===== src/rtl/mpsd_pkg.sv =====
package mpsd_pkg;

  localparam int CAPACITY = 64;
  localparam int CNT_W    = $clog2(CAPACITY + 1);
  localparam int VAL_W    = 32;

  // request operations
  localparam logic FUNC_INSERT = 1'b0;
  localparam logic FUNC_DELETE = 1'b1;

  // result status codes
  localparam logic [1:0] ST_DONE    = 2'd0;
  localparam logic [1:0] ST_FULL    = 2'd1;
  localparam logic [1:0] ST_MISSING = 2'd2;

  typedef enum logic [2:0] {
    S_IDLE  = 3'b001,
    S_EVAL  = 3'b010,
    S_APPLY = 3'b100
  } state_t;

  // broadcast control to every cell
  typedef struct packed {
    logic eval;   // capture compare flags
    logic ins;    // open a slot and drop the value in
    logic del;    // close the slot of the first match
  } cell_ctl_t;

endpackage


===== src/rtl/mpsd_cell.sv =====
module mpsd_cell (
  input  logic                                 clk,
  input  mpsd_pkg::cell_ctl_t                  ctl,
  input  logic                                 occupied,
  input  logic signed [mpsd_pkg::VAL_W-1:0]    req_value,
  input  logic signed [mpsd_pkg::VAL_W-1:0]    left_val,
  input  logic                                 left_le,
  input  logic signed [mpsd_pkg::VAL_W-1:0]    right_val,
  output logic signed [mpsd_pkg::VAL_W-1:0]    val,
  output logic signed [mpsd_pkg::VAL_W-1:0]    val_nxt,
  output logic                                 le,
  output logic                                 eq
);
  import mpsd_pkg::*;

  logic signed [VAL_W-1:0] val_r;
  logic                    le_r;
  logic                    lt_r;
  logic                    eq_r;

  // entries are sorted, so le and lt form prefixes along the chain
  always_comb begin
    val_nxt = val_r;
    if (ctl.ins && !le_r) begin
      val_nxt = left_le ? req_value : left_val;
    end else if (ctl.del && !lt_r) begin
      val_nxt = right_val;
    end
  end

  always_ff @(posedge clk) begin
    val_r <= val_nxt;
    if (ctl.eval) begin
      le_r <= occupied && (val_r <= req_value);
      lt_r <= occupied && (val_r <  req_value);
      eq_r <= occupied && (val_r == req_value);
    end
  end

  assign val = val_r;
  assign le  = le_r;
  assign eq  = eq_r;

endmodule

===== config.mk =====
export PLATFORM = sky130hd
export DESIGN_NAME = mpsd_cell
export DESIGN_NICKNAME = d
export VERILOG_FILES = /design/src/rtl/mpsd_pkg.sv /design/src/rtl/mpsd_cell.sv
export SDC_FILE = /design/constraint.sdc
export NUM_CORES = 1
export LEC_CHECK = 0
export ABC_AREA = 1
export ABC_CLOCK_PERIOD_IN_PS = 2000
export BUFFER_PORTS_ARGS = -buffer_cell sky130_fd_sc_hd__buf_4
export CORE_MARGIN = 4
export CORE_UTILIZATION = 43
export DETAILED_ROUTE_END_ITERATION = 8
export GPL_TIMING_DRIVEN = 0
export PLACE_DENSITY = 0.79
export SLEW_MARGIN = 20
export SYNTH_ARGS = -nofsm -noshare
export SYNTH_HDL_FRONTEND = slang
export SYNTH_SLANG_ARGS = --single-unit

===== constraint.sdc =====
create_clock -name clk -period 2 [get_ports clk]
set_input_delay 0.2 -clock clk [delete_from_list [all_inputs] [get_ports clk]]
set_output_delay 0.2 -clock clk [all_outputs]
set_load 0.005 [all_outputs]

## After elaboration in Yosys (flattened, before gate mapping)

Cells that the tools add are included.

| cells by class | value |
|---|---|
| magnitude comparators | 2 |
| eq/ne operators | 1 |
| multiplexer cells | 3 |
| reduce and logical (&&, ||, !) cells | 7 |

Operator list:

| cell | number |
|---|---|
| 32-bit 2-to-1 mux | 3 |
| 32-bit == test | 1 |
| 32-bit less-or-equal comparator | 1 |
| 32-bit < comparator | 1 |
| 1-bit logical AND | 5 |
| 1-bit logical NOT | 2 |

| word-level totals | value |
|---|---|
| bits in registers | 35 |
| input bits | 102 |
| output and inout bits | 66 |

## Logic depth before layout (Yosys ltp)

Gate-level depths: netlist of the first run.

| depth | value |
|---|---|
| depth after elaboration | 4 |
| gate-level depth with buffers | 16 |
| depth with buffers taken out | 16 |

## Worst setup path after synthesis of the first run

Ideal clock, no wire load.

| path | value |
|---|---|
| kind | register to register |
| start point | register val_r[31] (netlist: val[31]) |
| end point | register le_r (netlist: le), data pin |
| arrival time | 1,341 ps |
| path slack | 406 ps |
| stages on the path, launching flop included | 11 |
| path buffers | 0 |
| period minus slack after synthesis | 1,594 ps |
| cells stage by stage | dfxtp_1 ha_1 nand2_1 nor2_2 nand2_2 nor4_4 nand2_1 nand2_1 nand2_1 nand3_2 nand2_1 |

| on the way | value |
|---|---|
| longest elaborated chain between the ends | 2 |

Ends and longest elaborated chain:

| item | RTL line | source |
|---|---|---|
| from (decl) | mpsd_cell.sv:16 | `logic signed [VAL_W-1:0] val_r;` |
| from (signal assigned) | mpsd_cell.sv:32 | `val_r <= val_nxt;` |
| 32-bit less-or-equal comparator | mpsd_cell.sv:34 | `le_r <= occupied && (val_r <= req_value);` |
| 1-bit logical AND | mpsd_cell.sv:34 |  |
| to (signal assigned) | mpsd_cell.sv:34 |  |
| to (decl) | mpsd_cell.sv:17 | `logic le_r;` |

Every way passes these cells.
A chain may end at the register's enable or synchronous reset.

## Worst setup path in the final report of the first run

| path | value |
|---|---|
| start point | register lt_r |
| end point | output port val_nxt[29] in the netlist's numbering |

| on the way | value |
|---|---|
| longest elaborated chain between the ends | 4 |

Ends and longest elaborated chain:

| item | RTL line | source |
|---|---|---|
| from (decl) | mpsd_cell.sv:18 | `logic lt_r;` |
| from (signal assigned) | mpsd_cell.sv:35 | `lt_r <= occupied && (val_r < req_value);` |
| 1-bit logical NOT | mpsd_cell.sv:26 | `end else if (ctl.del && !lt_r) begin` |
| 1-bit logical AND | mpsd_cell.sv:26 |  |
| 32-bit 2-to-1 mux | mpsd_cell.sv:26 |  |
| 32-bit 2-to-1 mux | mpsd_cell.sv:24 | `if (ctl.ins && !le_r) begin` |
| to (decl) | mpsd_cell.sv:10 | `output logic signed [mpsd_pkg::VAL_W-1:0] val_nxt,` |

Every way passes these cells.

==> results.txt, run 1 <==
The filler cells instantiated in the layout total 543. The final critical-path setup slack came out at 65.7 ps. The portion of netlist area occupied by mux cells came out at 0%. The critical-path cell with the highest stage delay is sky130_fd_sc_hd__edfxtp_1.

The portion of synthesized cell area occupied by the leading cell type came out at 24.7%. The worst setup path is captured at a primary output. The via count of the first global-routing pass came out at 3279.

The critical path goes through inv_2, nand2_1, clkbuf_4, nand2_1, a32oi_2, buf_4. The post-synthesis cell count is 371. The final wirelength is 9.85 mm. The maximum level of the CTS H-tree is 2. The fraction of synthesized cell area in xor and xnor cells came out at 0%. The cell with the most instances on the worst path is sky130_fd_sc_hd__nand2_1. The max-slew violation count is 0. The count of input and output buffers is 165.

The number of vias per cell is 5.35. Global routing consumed, over all layers together, 25.8% of the routing resources. The wire length of the first global-routing pass is 15.4 mm.

Counting I/O delays and the setup requirement, the final critical path takes 1930 ps. The power per cell area is 804 nW/um^2. The number of synthesized register bits came out at 35. For this run, the register share of the synthesized area comes to 28.1%.

The final cycle utilization of the critical path came out at 96.7%. The detailed placement HPWL came out at 7.71 mm. The growth of design area from synthesis to finish came out at 55.3%. The longest clock path from root to sink contains 2 buffers. The post-route netlist has 35.8% of its cells at a drive strength greater than 1.

The worst hold path belongs to the class in2reg. Ranked by total cell area, the synthesized netlist is headed by sky130_fd_sc_hd__dfxtp_1 (25%), sky130_fd_sc_hd__ha_1 (15%), sky130_fd_sc_hd__nand2_1 (15%). The hold violation total from the final report came out at 0.

The number of optimization iterations in the first detailed-route pass came out at 4. The flow ran to the end, and the final reports show no timing, DRC or antenna violations. The die boundary height came out at 85.7 um. The clock drives 35 sinks. The max-capacitance violation count is 0. The root cell of the clock tree is sky130_fd_sc_hd__clkbuf_8. The critical path is of the reg2out type. The number of antenna repair diodes is 0. The remaining global-route overflow came out at 0. After synthesis, the largest family of logic cells by area is simple AND/OR/NAND/NOR gates.

Buffers inserted during clock tree synthesis total 5. The worst register-to-register path ends at le. Counting both buffers and inverters, the worst setup path holds a total of 3. The post-detailed-route wirelength per cell came out at 15.9 um. The worst supply voltage drop on vdd came out at 0.536 mV.

The die span in x came out at 85.7 um. Data on the critical path arrives at its endpoint at 1730 ps. During I/O placement, the number of pins put on the boundary was 168.

The critical path ends at val_nxt[29]. The number of placement rows came out at 28. The static power due to leakage came out at 0.00216 uW. The count of cells along the worst register-to-register path is 10. The cell accounting for the most synthesized area is sky130_fd_sc_hd__dfxtp_1. The number of warnings printed during yosys synthesis came out at 0. The simple-gate area share of the yosys netlist is 25.3%.

Setup violations remaining at the end of the flow were counted as 0. The fmax came out at 517 MHz. In this run, post-CTS hold repair placed 0 buffers. The post-CTS setup repair buffer count is 0. The DRC violations left is 0. The average cell area after synthesis is 7.00 um^2. The final worst clock skew is 6.98 ps.

The placeable core region is 5890 um^2. Measured against its own limit, the worst slew margin works out to 65.8%. Gates resized during post-CTS repair numbered 4. The die area came out at 7350 um^2.

For this block, the initial DRC count from the detailed router was 171. The slack of the worst reg-to-reg path is 170 ps. The total number of cells along the worst setup path came out at 6. The unique cell type count in the Yosys netlist is 24. The final weighted congestion of routability-driven global placement came out at 0.848. The family of cells with the greatest summed delay on the critical path is buffers and inverters.

The routed via count came out at 3313. The worst setup path is launched from a flop. The largest net degree at the start of global routing came out at 11. For this run, the slowest stage of the critical path takes 350 ps. The clock edge transition at the registers on the reported setup and hold paths came out at 70 ps. The adder-cell area share of the yosys netlist came out at 15.4%. The clock reaches the later pin of the worst-skew pair after 290 ps. The net count after synthesis is 505. The most critical setup path has its startpoint at lt_r. The worst slack at placement came out at 201 ps. The remaining antenna violation count is 0. The post-synth design cell area is 2600 um^2. The number of antenna violations at the first check in global routing is 0. The starting density of the core came out at 44.2%.

The post-route setup TNS came out at 0 ps. At the pin with the least slew margin, the transition time is 513 ps. The maximum fanout along the worst path came out at 10. The synthesized netlist devotes 20.9% of its cell area to compound gates. The number of nets at the end of the flow is 677. In this run the critical register-to-register path is launched from val[31]. The endpoint required time on the critical path came out at 1800 ps. TritonCTS built the clock tree.
routing by layer:
layer / vias up / track usage [%] / part of all wire, %
li1: 1623 / - / -
met1: 1521 / 31.9 / 40
met2: 145 / 43.8 / 50
met3: 24 / 5.28 / 6.6
met4: 0 / 10.2 / 2.9
met5: - / 0 / 0
area by class of cell:
cell class,instances,area (um^2),share of cell area (%)
Buffer,23,103,2.54
Clock buffer,6,72.6,1.80
Clock inverter,2,7.51,0.186
Inverter,46,173,4.28
Multi-Input combinational cell,267,1620,40.1
Sequential cell,35,731,18.1
Tap cell,75,93.8,2.32
Timing Repair Buffer,165,1240,30.7
where the power goes:
| group | switching [uW] | internal, uW | leakage [uW] |
|---|---|---|---|
| Clock | 272 | 238 | 0.0000403 |
| Combinational | 815 | 877 | 0.00182 |
| Sequential | 153 | 889 | 0.000301 |
| Total | 1240 | 2000 | 0.00216 |
synthesized netlist by cell type:
cell type	number
sky130_fd_sc_hd__a21oi_1	46
sky130_fd_sc_hd__ha_1	32
sky130_fd_sc_hd__nor4_1	1
sky130_fd_sc_hd__nand2_1	101
sky130_fd_sc_hd__nand2_4	1
sky130_fd_sc_hd__o21ai_0	2
sky130_fd_sc_hd__a21o_1	1
sky130_fd_sc_hd__nor2_1	8
sky130_fd_sc_hd__o21a_1	1
sky130_fd_sc_hd__buf_2	5
sky130_fd_sc_hd__o21a_2	1
sky130_fd_sc_hd__nand4_1	2
sky130_fd_sc_hd__clkinv_1	1
sky130_fd_sc_hd__a32oi_1	32
sky130_fd_sc_hd__clkbuf_1	18
sky130_fd_sc_hd__inv_1	39
sky130_fd_sc_hd__nor4_4	1
sky130_fd_sc_hd__nor2_2	1
sky130_fd_sc_hd__edfxtp_1	3
sky130_fd_sc_hd__inv_2	6
sky130_fd_sc_hd__nand3_2	1
sky130_fd_sc_hd__nand3_1	35
sky130_fd_sc_hd__nand2_2	1
sky130_fd_sc_hd__dfxtp_1	32
cells by family (layout without fill, tap and decap cells):
family	Yosys count	after routing
AOI/OAI and AO/OA	83	83
adders and majority gates	32	32
buffers and inverters	69	242
DFF	35	35
and+or+nand+nor	152	152
registers in the layout (all words and copies together), names as in the netlist:
| register | cells |
|---|---|
| lt_r | 1 |
| eq | 1 |
| val | 32 |
| le | 1 |
worst min path at each step:
stage	end	start	cells after the start	slack [ps]
floorplan	eq	ctl[2]	0	310
global placement	lt_r	ctl[2]	1	420
detailed placement	le	ctl[2]	1	420
CTS	le	ctl[2]	1	130
global route	le	ctl[2]	1	130
finish	le	ctl[2]	1	130
metrics by stage:
step	hold slack, ps	utilization (%)	area, um^2	cells	power (uW)
floorplan	312	-	2600	371	1820
global placement	423	66.8	3930	611	2670
detailed placement	424	66.8	3930	611	2720
CTS	126	68.2	4020	619	3240
global route	126	68.6	4040	619	3490
finish	130	68.6	4040	619	3240
placed cells by master, fill, tap and decap left out:
master | Yosys | final
sky130_fd_sc_hd__nor4_4 | 1 | 1
sky130_fd_sc_hd__a21o_1 | 1 | 1
sky130_fd_sc_hd__nand2_2 | 1 | 1
sky130_fd_sc_hd__inv_2 | 6 | 6
sky130_fd_sc_hd__a21oi_1 | 46 | 46
sky130_fd_sc_hd__clkbuf_1 | 18 | 13
sky130_fd_sc_hd__buf_2 | 5 | 4
sky130_fd_sc_hd__ha_1 | 32 | 32
sky130_fd_sc_hd__edfxtp_1 | 3 | 3
sky130_fd_sc_hd__nand3_2 | 1 | 1
sky130_fd_sc_hd__nand2_1 | 101 | 101
sky130_fd_sc_hd__o21a_1 | 1 | 1
sky130_fd_sc_hd__a32oi_2 | 0 | 2
sky130_fd_sc_hd__inv_1 | 39 | 39
sky130_fd_sc_hd__nand3_1 | 35 | 35
sky130_fd_sc_hd__nor2_2 | 1 | 1
sky130_fd_sc_hd__dfxtp_1 | 32 | 32
sky130_fd_sc_hd__nor2_1 | 8 | 8
sky130_fd_sc_hd__o21a_2 | 1 | 1
sky130_fd_sc_hd__clkbuf_4 | 0 | 1
sky130_fd_sc_hd__clkbuf_2 | 0 | 6
sky130_fd_sc_hd__nand2_4 | 1 | 1
sky130_fd_sc_hd__nand4_1 | 2 | 2
sky130_fd_sc_hd__clkinv_1 | 1 | 3
sky130_fd_sc_hd__clkbuf_8 | 0 | 5
sky130_fd_sc_hd__a32oi_1 | 32 | 30
sky130_fd_sc_hd__o21ai_0 | 2 | 2
sky130_fd_sc_hd__nor4_1 | 1 | 1
sky130_fd_sc_hd__buf_4 | 0 | 165
Power figures use the tool's default switching activity.
==> run 2, diff against run 1 <==
- CORE_ASPECT_RATIO: not set -> 2
- GPL_TIMING_DRIVEN: 0 -> not set
- PLACE_DENSITY: 0.79 -> 0.81
==> results.txt, run 2 (synthesized netlist as in run 1, its figures left out) <==
The met1 wire length came out at 3.20 mm (was 3.97 mm). The critical-path cell with the highest stage delay is sky130_fd_sc_hd__edfxtp_1 (unchanged). The count of input and output buffers came out at 167 (was 165). The fraction of final layout cells sized beyond drive strength 1 is 36.4% (was 35.8%). The cell depth of the worst min-delay path is 1 (unchanged).

The number of optimization iterations in the first detailed-route pass came out at 4 (unchanged). The static power due to leakage came out at 0.00218 uW (was 0.00216 uW). The number of placed cells counting well taps is 581 (was 611). The number of flip-flops in the largest register came out at 32 (unchanged). The die span in x came to 63.0 um (was 85.7 um). The worst hold path endpoint was eq (was le). The largest net degree at the start of global routing is 65 (was 11). The maximum level of the CTS H-tree came out at 2 (unchanged). The via count of the first global-routing pass was 3394 (was 3279). The CTS tree is built (unchanged).

The worst supply voltage drop on vdd came to 0.557 mV (was 0.536 mV). The root cell of the clock tree was sky130_fd_sc_hd__clkbuf_16 (was sky130_fd_sc_hd__clkbuf_8). The endpoint required time on the critical path came to 1800 ps (about the same).

The detailed-routed wire length on met3 is 597 um (was 648 um). The clock edge transition at the registers on the reported setup and hold paths came out at 60 ps (was 70 ps). The category of the worst setup path launch point is a flop (unchanged). The post-CTS setup repair buffer count is 0 (unchanged). The kind of capture point of the worst setup path is a primary output (unchanged).

The final cycle utilization of the critical path is 93.6% (was 96.7%). The final non-filler cell total came out at 589 (was 619). The starting density of the core is 44.8% (was 44.2%). The number of clock buffers inserted by TritonCTS is 5 (unchanged). Most frequent cells in the layout: sky130_fd_sc_hd__buf_4 (171), sky130_fd_sc_hd__nand2_1 (100), sky130_fd_sc_hd__a21oi_1 (46) (was sky130_fd_sc_hd__buf_4 (165), sky130_fd_sc_hd__nand2_1 (101), sky130_fd_sc_hd__a21oi_1 (46)). The max-capacitance violation count is 0 (unchanged). The family of cells with the greatest summed delay on the critical path is buffers and inverters (unchanged). The number of vias per cell is 5.53 (was 5.35). The fmax is 534 MHz (was 517 MHz). The remaining antenna violation count is 0 (unchanged). The count of cells along the worst register-to-register path is 10 (unchanged). The remaining global-route overflow is 0 (unchanged). The slack of the worst reg-to-reg path is 260 ps (was 170 ps). The final weighted congestion of routability-driven global placement came out at 0.813 (was 0.848).

The slew of the pin with the lowest slew margin is 593 ps (was 513 ps). The top layer reached by signal wires was met4 (unchanged). The type of the worst setup path is reg2out (unchanged). The path type of the worst min-delay path is in2reg (unchanged). The reg-to-reg endpoint is le (unchanged).

The initial DRC count came out at 156 (was 171). The critical register-to-register path startpoint is val[31] (unchanged). The post-route setup TNS was 0 ps (unchanged).

The final-report setup violation count is 0 (unchanged). The routed via count came out at 3258 (was 3313). The die boundary height was 118 um (was 85.7 um).

The detailed placement HPWL came out at 7.40 mm (was 7.71 mm). Setup repair after global routing left no endpoint under its margin. The number of buffers and inverters on the critical path came out at 3 (unchanged). The final worst clock skew came out at 3.20 ps (was 6.98 ps).

The wire length of the first global-routing pass came out at 15.6 mm (was 15.4 mm). The final wirelength came to 9.57 mm (was 9.85 mm). The number of placement rows is 39 (was 28). The critical path data arrival time is 1670 ps (was 1730 ps).

The total length of routed met2 wires came out at 5.50 mm (was 4.94 mm). The power per cell area came out at 887 nW/um^2 (was 804 nW/um^2). The most common cell after layout, fill and taps aside is sky130_fd_sc_hd__buf_4 (unchanged). The post-detailed-route wirelength per cell came out at 16.2 um (was 15.9 um). The overall routing resource usage was 25.8% (about the same).

The worst hold path startpoint is ctl[2] (unchanged). CP Cell Sequence: inv_2, buf_4, nand3_1, a32oi_1, buf_4 (was inv_2, nand2_1, clkbuf_4, nand2_1, a32oi_2, buf_4). The clock latency on the worst-skew pair is 280 ps (was 290 ps). Run status: finished, final reports clean (unchanged). The DRC violations left was 0 (unchanged).

The number of antenna violations at the first check in global routing is 0 (unchanged). The maximum buffer depth of the clock tree was 2 (unchanged). The number of nets at the end of the flow came out at 661 (was 677). The clock net sink count was 35 (unchanged). The worst slew slack as a fraction of its limit came out at 60.4% (was 65.8%).

The max-slew violation count is 0 (unchanged). The maximum cell stage delay along the critical path is 370 ps (was 350 ps). The total power is 3600 uW (was 3240 uW). The cell with the most instances on the worst path is sky130_fd_sc_hd__buf_4 (was sky130_fd_sc_hd__nand2_1). The count of boundary I/O pins was 168 (unchanged). The placeable core region came out at 5810 um^2 (was 5890 um^2). The die area is 7430 um^2 (was 7350 um^2). The growth of design area from synthesis to finish came out at 56.1% (was 55.3%).

The hold violation total from the final report is 0 (unchanged). The clock period minus worst slack is 1870 ps (was 1930 ps). The maximum fanout along the worst path came out at 32 (was 10).

The number of antenna repair diodes was 0 (unchanged).
==> run 2: cell type report <==
type,instances,area [um^2]
clock buffers,5,125
clock inverters,3,38.8
fillers,532,1750
inverters,46,178
multi-input cells,267,1610
flip-flops and latches,35,731
well taps,61,76.3
repair buffers,172,1300
==> run 2: where the power goes <==
part,leakage (uW),internal [uW],total (uW),switching [uW]
Combinational,0.00180,872,1660,788
Sequential,0.000301,890,1040,153
Clock,0.0000812,582,897,315
==> run 2: layer usage <==
metal	track usage, %	vias up
li1	-	1594
met1	23.0	1499
met2	52.1	142
met3	5.64	23
met4	11.6	0
met5	0	-
==> run 2: repair_timing <==
item                       CTS  global route
setup endpoints to repair   32             3
hold buffers                 0             0
gates resized for setup      1             2
gates cloned                 0             0
==> run 2: through the flow <==
step                      hold slack [ps]  instance area, um^2  util (%)  setup slack (ps)
after detailed placement              428                 3890      66.9               150
after global placement                428                 3890      66.9               181
final                                 138                 4060      69.9               128
after CTS                             131                 4050      69.8              71.8
after global routing                  130                 4060      69.9              27.4
after floorplan                       312                 2600         -               406
==> run 2: worst reg2reg max path, stage by stage, from the launching register on <==
cell and delay (ps):
sky130_fd_sc_hd__dfxtp_1 330, sky130_fd_sc_hd__ha_1 330, sky130_fd_sc_hd__nand2_1 100, sky130_fd_sc_hd__nor2_2 140, sky130_fd_sc_hd__nand2_2 90, sky130_fd_sc_hd__nor4_4 170, sky130_fd_sc_hd__nand2_1 100, sky130_fd_sc_hd__nand2_1 60
sky130_fd_sc_hd__nand2_1 60, sky130_fd_sc_hd__nand3_2 60, sky130_fd_sc_hd__nand2_1 50
==> run 2: worst max path at each step <==
stage	startpoint	cells after the start	end	slack (ps)
after floorplan	val[31]	10	le	410
after global placement	ctl[1]	6	val_nxt[5]	180
after detailed placement	ctl[1]	7	val_nxt[5]	150
after CTS	lt_r	6	val_nxt[5]	70
after global routing	le	5	val_nxt[5]	30
final	lt_r	5	val_nxt[5]	130
==> run 3, diff against run 2 <==
- CAP_MARGIN: not set -> 20
- PLACE_DENSITY: 0.81 -> not set
- PLACE_DENSITY_LB_ADDON: not set -> 0.05
==> results.txt, run 3 (synthesized netlist as in run 1, its figures left out) <==
The routed via count came out at 3228 (was 3258). The number of fillers in the final layout came out at 510 (was 532). The clock period minus worst slack came to 1820 ps (was 1870 ps). The clock net sink count is 35 (unchanged).

Most frequent cells in the layout: sky130_fd_sc_hd__buf_4 (174), sky130_fd_sc_hd__nand2_1 (101), sky130_fd_sc_hd__a21oi_1 (46) (was sky130_fd_sc_hd__buf_4 (171), sky130_fd_sc_hd__nand2_1 (100), sky130_fd_sc_hd__a21oi_1 (46)). The routing usage on met3 is 4.97% (was 5.64%). The post-CTS setup repair buffer count is 0 (unchanged). The fmax came out at 549 MHz (was 534 MHz).

The count of cells along the worst register-to-register path is 10 (unchanged). The critical path data arrival time came out at 1620 ps (was 1670 ps). The utilization after layout came out at 69.9% (about the same). The most used routing layer in global routing is met2 (unchanged). The max-slew violation count is 0 (unchanged). The end point of the critical path is val_nxt[3] (was val_nxt[5]). The critical register-to-register path startpoint is val[31] (unchanged).

The number of antenna repair diodes was 0 (unchanged). The overall routing resource usage came out at 25.5% (was 25.8%). The final cycle utilization of the critical path was 91.0% (was 93.6%). The remaining global-route overflow is 0 (unchanged).

Run status: finished, final reports clean (unchanged). The type of the worst setup path was reg2out (unchanged). The final worst clock skew is 2.76 ps (was 3.20 ps). The largest net degree at the start of global routing is 65 (unchanged). The post-detailed-route wirelength per cell is 16.1 um (was 16.2 um). The maximum buffer depth of the clock tree is 2 (unchanged). The CTS tree was built (unchanged).

The via count of the first global-routing pass came out at 3420 (was 3394). The number of flip-flops in the largest register came out at 32 (unchanged). The post-route setup TNS is 0 ps (unchanged). The number of antenna violations at the first check in global routing is 0 (unchanged). The number of placed cells counting well taps came to 585 (was 581).

The number of clock buffers inserted by TritonCTS came out at 5 (unchanged). The most common cell after layout, fill and taps aside is sky130_fd_sc_hd__buf_4 (unchanged). The static power due to leakage came out at 0.00218 uW (about the same). The global-route track usage on met1 is 22.7% (was 23.0%). Setup repair after global routing missed its margin: false (unchanged).

The number of gates resized after cts is 0 (was 1). The clock edge transition at the registers on the reported setup and hold paths is 60 ps (about the same). The count of boundary I/O pins is 168 (unchanged). The fraction of final layout cells sized beyond drive strength 1 was 36.3% (was 36.4%).

The endpoint required time on the critical path is 1800 ps (about the same). The wire length of the first global-routing pass was 15.2 mm (was 15.6 mm). The maximum fanout along the worst path is 23 (was 32). The worst slew slack as a fraction of its limit was 75.4% (was 60.4%). The hold violation total from the final report came out at 0 (unchanged). The slack of the worst reg-to-reg path came out at 250 ps (was 260 ps). The path type of the worst min-delay path is in2reg (unchanged).

The number of optimization iterations in the first detailed-route pass is 4 (unchanged). The initial DRC count is 133 (was 156). The category of the worst setup path launch point is a flop (unchanged). The kind of capture point of the worst setup path was a primary output (unchanged).

The DRC violations left is 0 (unchanged). The number of nets at the end of the flow is 665 (was 661). The placeable core region was 5810 um^2 (unchanged).

The finished layout cell area is 4060 um^2 (about the same). The root cell of the clock tree is sky130_fd_sc_hd__clkbuf_16 (unchanged). The die span in x came out at 63.0 um (unchanged).

The final-report setup violation count is 0 (unchanged). The worst slack at placement is 254 ps (was 150 ps). The max-capacitance violation count came out at 0 (unchanged).

The final non-filler cell total is 593 (was 589). The maximum level of the CTS H-tree is 2 (unchanged). The area of combinational cells with multiple inputs came out at 1600 um^2 (was 1610 um^2).

The flip-flop and latch area is 731 um^2 (unchanged). The cell area reported after detailed placement is 3920 um^2 (was 3890 um^2). The final weighted congestion of routability-driven global placement came out at 0.792 (was 0.813). The die area came out at 7430 um^2 (unchanged). The starting density of the core came out at 44.8% (unchanged). The final wirelength is 9.55 mm (was 9.57 mm). The count of input and output buffers came out at 167 (unchanged).

The detailed placement HPWL is 7.52 mm (was 7.40 mm). The slew of the pin with the lowest slew margin came out at 369 ps (was 593 ps). The die boundary height is 118 um (unchanged). The power per cell area is 852 nW/um^2 (was 887 nW/um^2). The reg-to-reg endpoint is le (unchanged). The clock latency on the worst-skew pair is 280 ps (about the same).

The number of hold buffers added after CTS came out at 0 (unchanged). The number of placement rows is 39 (unchanged). The growth of design area from synthesis to finish came to 56.1% (about the same). The met2 layer usage reported by global route is 52.7% (was 52.1%). The final critical-path setup slack is 179 ps (was 128 ps). The number of vias per cell came to 5.44 (was 5.53). The startpoint of the worst setup timing path is lt_r (unchanged). The remaining antenna violation count came out at 0 (unchanged). The worst supply voltage drop on vdd is 0.677 mV (was 0.557 mV).
## run 3: power by group
part / leakage, uW / switching [uW] / internal, uW
clock network: 0.0000659 / 289 / 453
registers: 0.000301 / 146 / 891
logic: 0.00182 / 796 / 880
total: 0.00218 / 1230 / 2220
## run 3: stage by stage
step / power, uW / hold WS (ps)
detailed placement: 2730 / 430
floorplan: 1820 / 312
global route: 3710 / 142
global placement: 2700 / 429
CTS: 3490 / 136
finish: 3460 / 141
## run 3: layer usage
metal  part of all wire (%)  wire, um  vias up
met5                      0         0        -
met4                    2.2       206        0
met3                    6.1       584       13
met2                     58      5570      112
met1                     33      3180     1508
li1                       -         -     1595
## run 3: layout make-up
class	count	share of cell area, %
sequential	35	18.0
clock inverter	2	0.185
timing repair buffer	176	33.0
multi-input combinational	267	39.5
tap	61	1.88
inverter	46	4.26
clock buffer	6	3.18
## run 3: worst min-delay path by stage
stage / startpoint / end / slack, ps / cells after the start
2_1_floorplan: ctl[2] / eq / 310 / 0
3_3_place_gp: ctl[2] / eq / 430 / 1
3_5_place_dp: ctl[2] / eq / 430 / 1
4_1_cts: ctl[2] / eq / 140 / 1
5_1_grt: ctl[2] / lt_r / 140 / 1
6_report: ctl[2] / lt_r / 140 / 1
## run 3: worst max-delay path: stages (launching register included)
cell and delay (ps):
sky130_fd_sc_hd__edfxtp_1 340, sky130_fd_sc_hd__inv_2 100, sky130_fd_sc_hd__nand2_1 110, sky130_fd_sc_hd__buf_6 230, sky130_fd_sc_hd__nand2_1 80, sky130_fd_sc_hd__a32oi_1 300, sky130_fd_sc_hd__buf_4 170
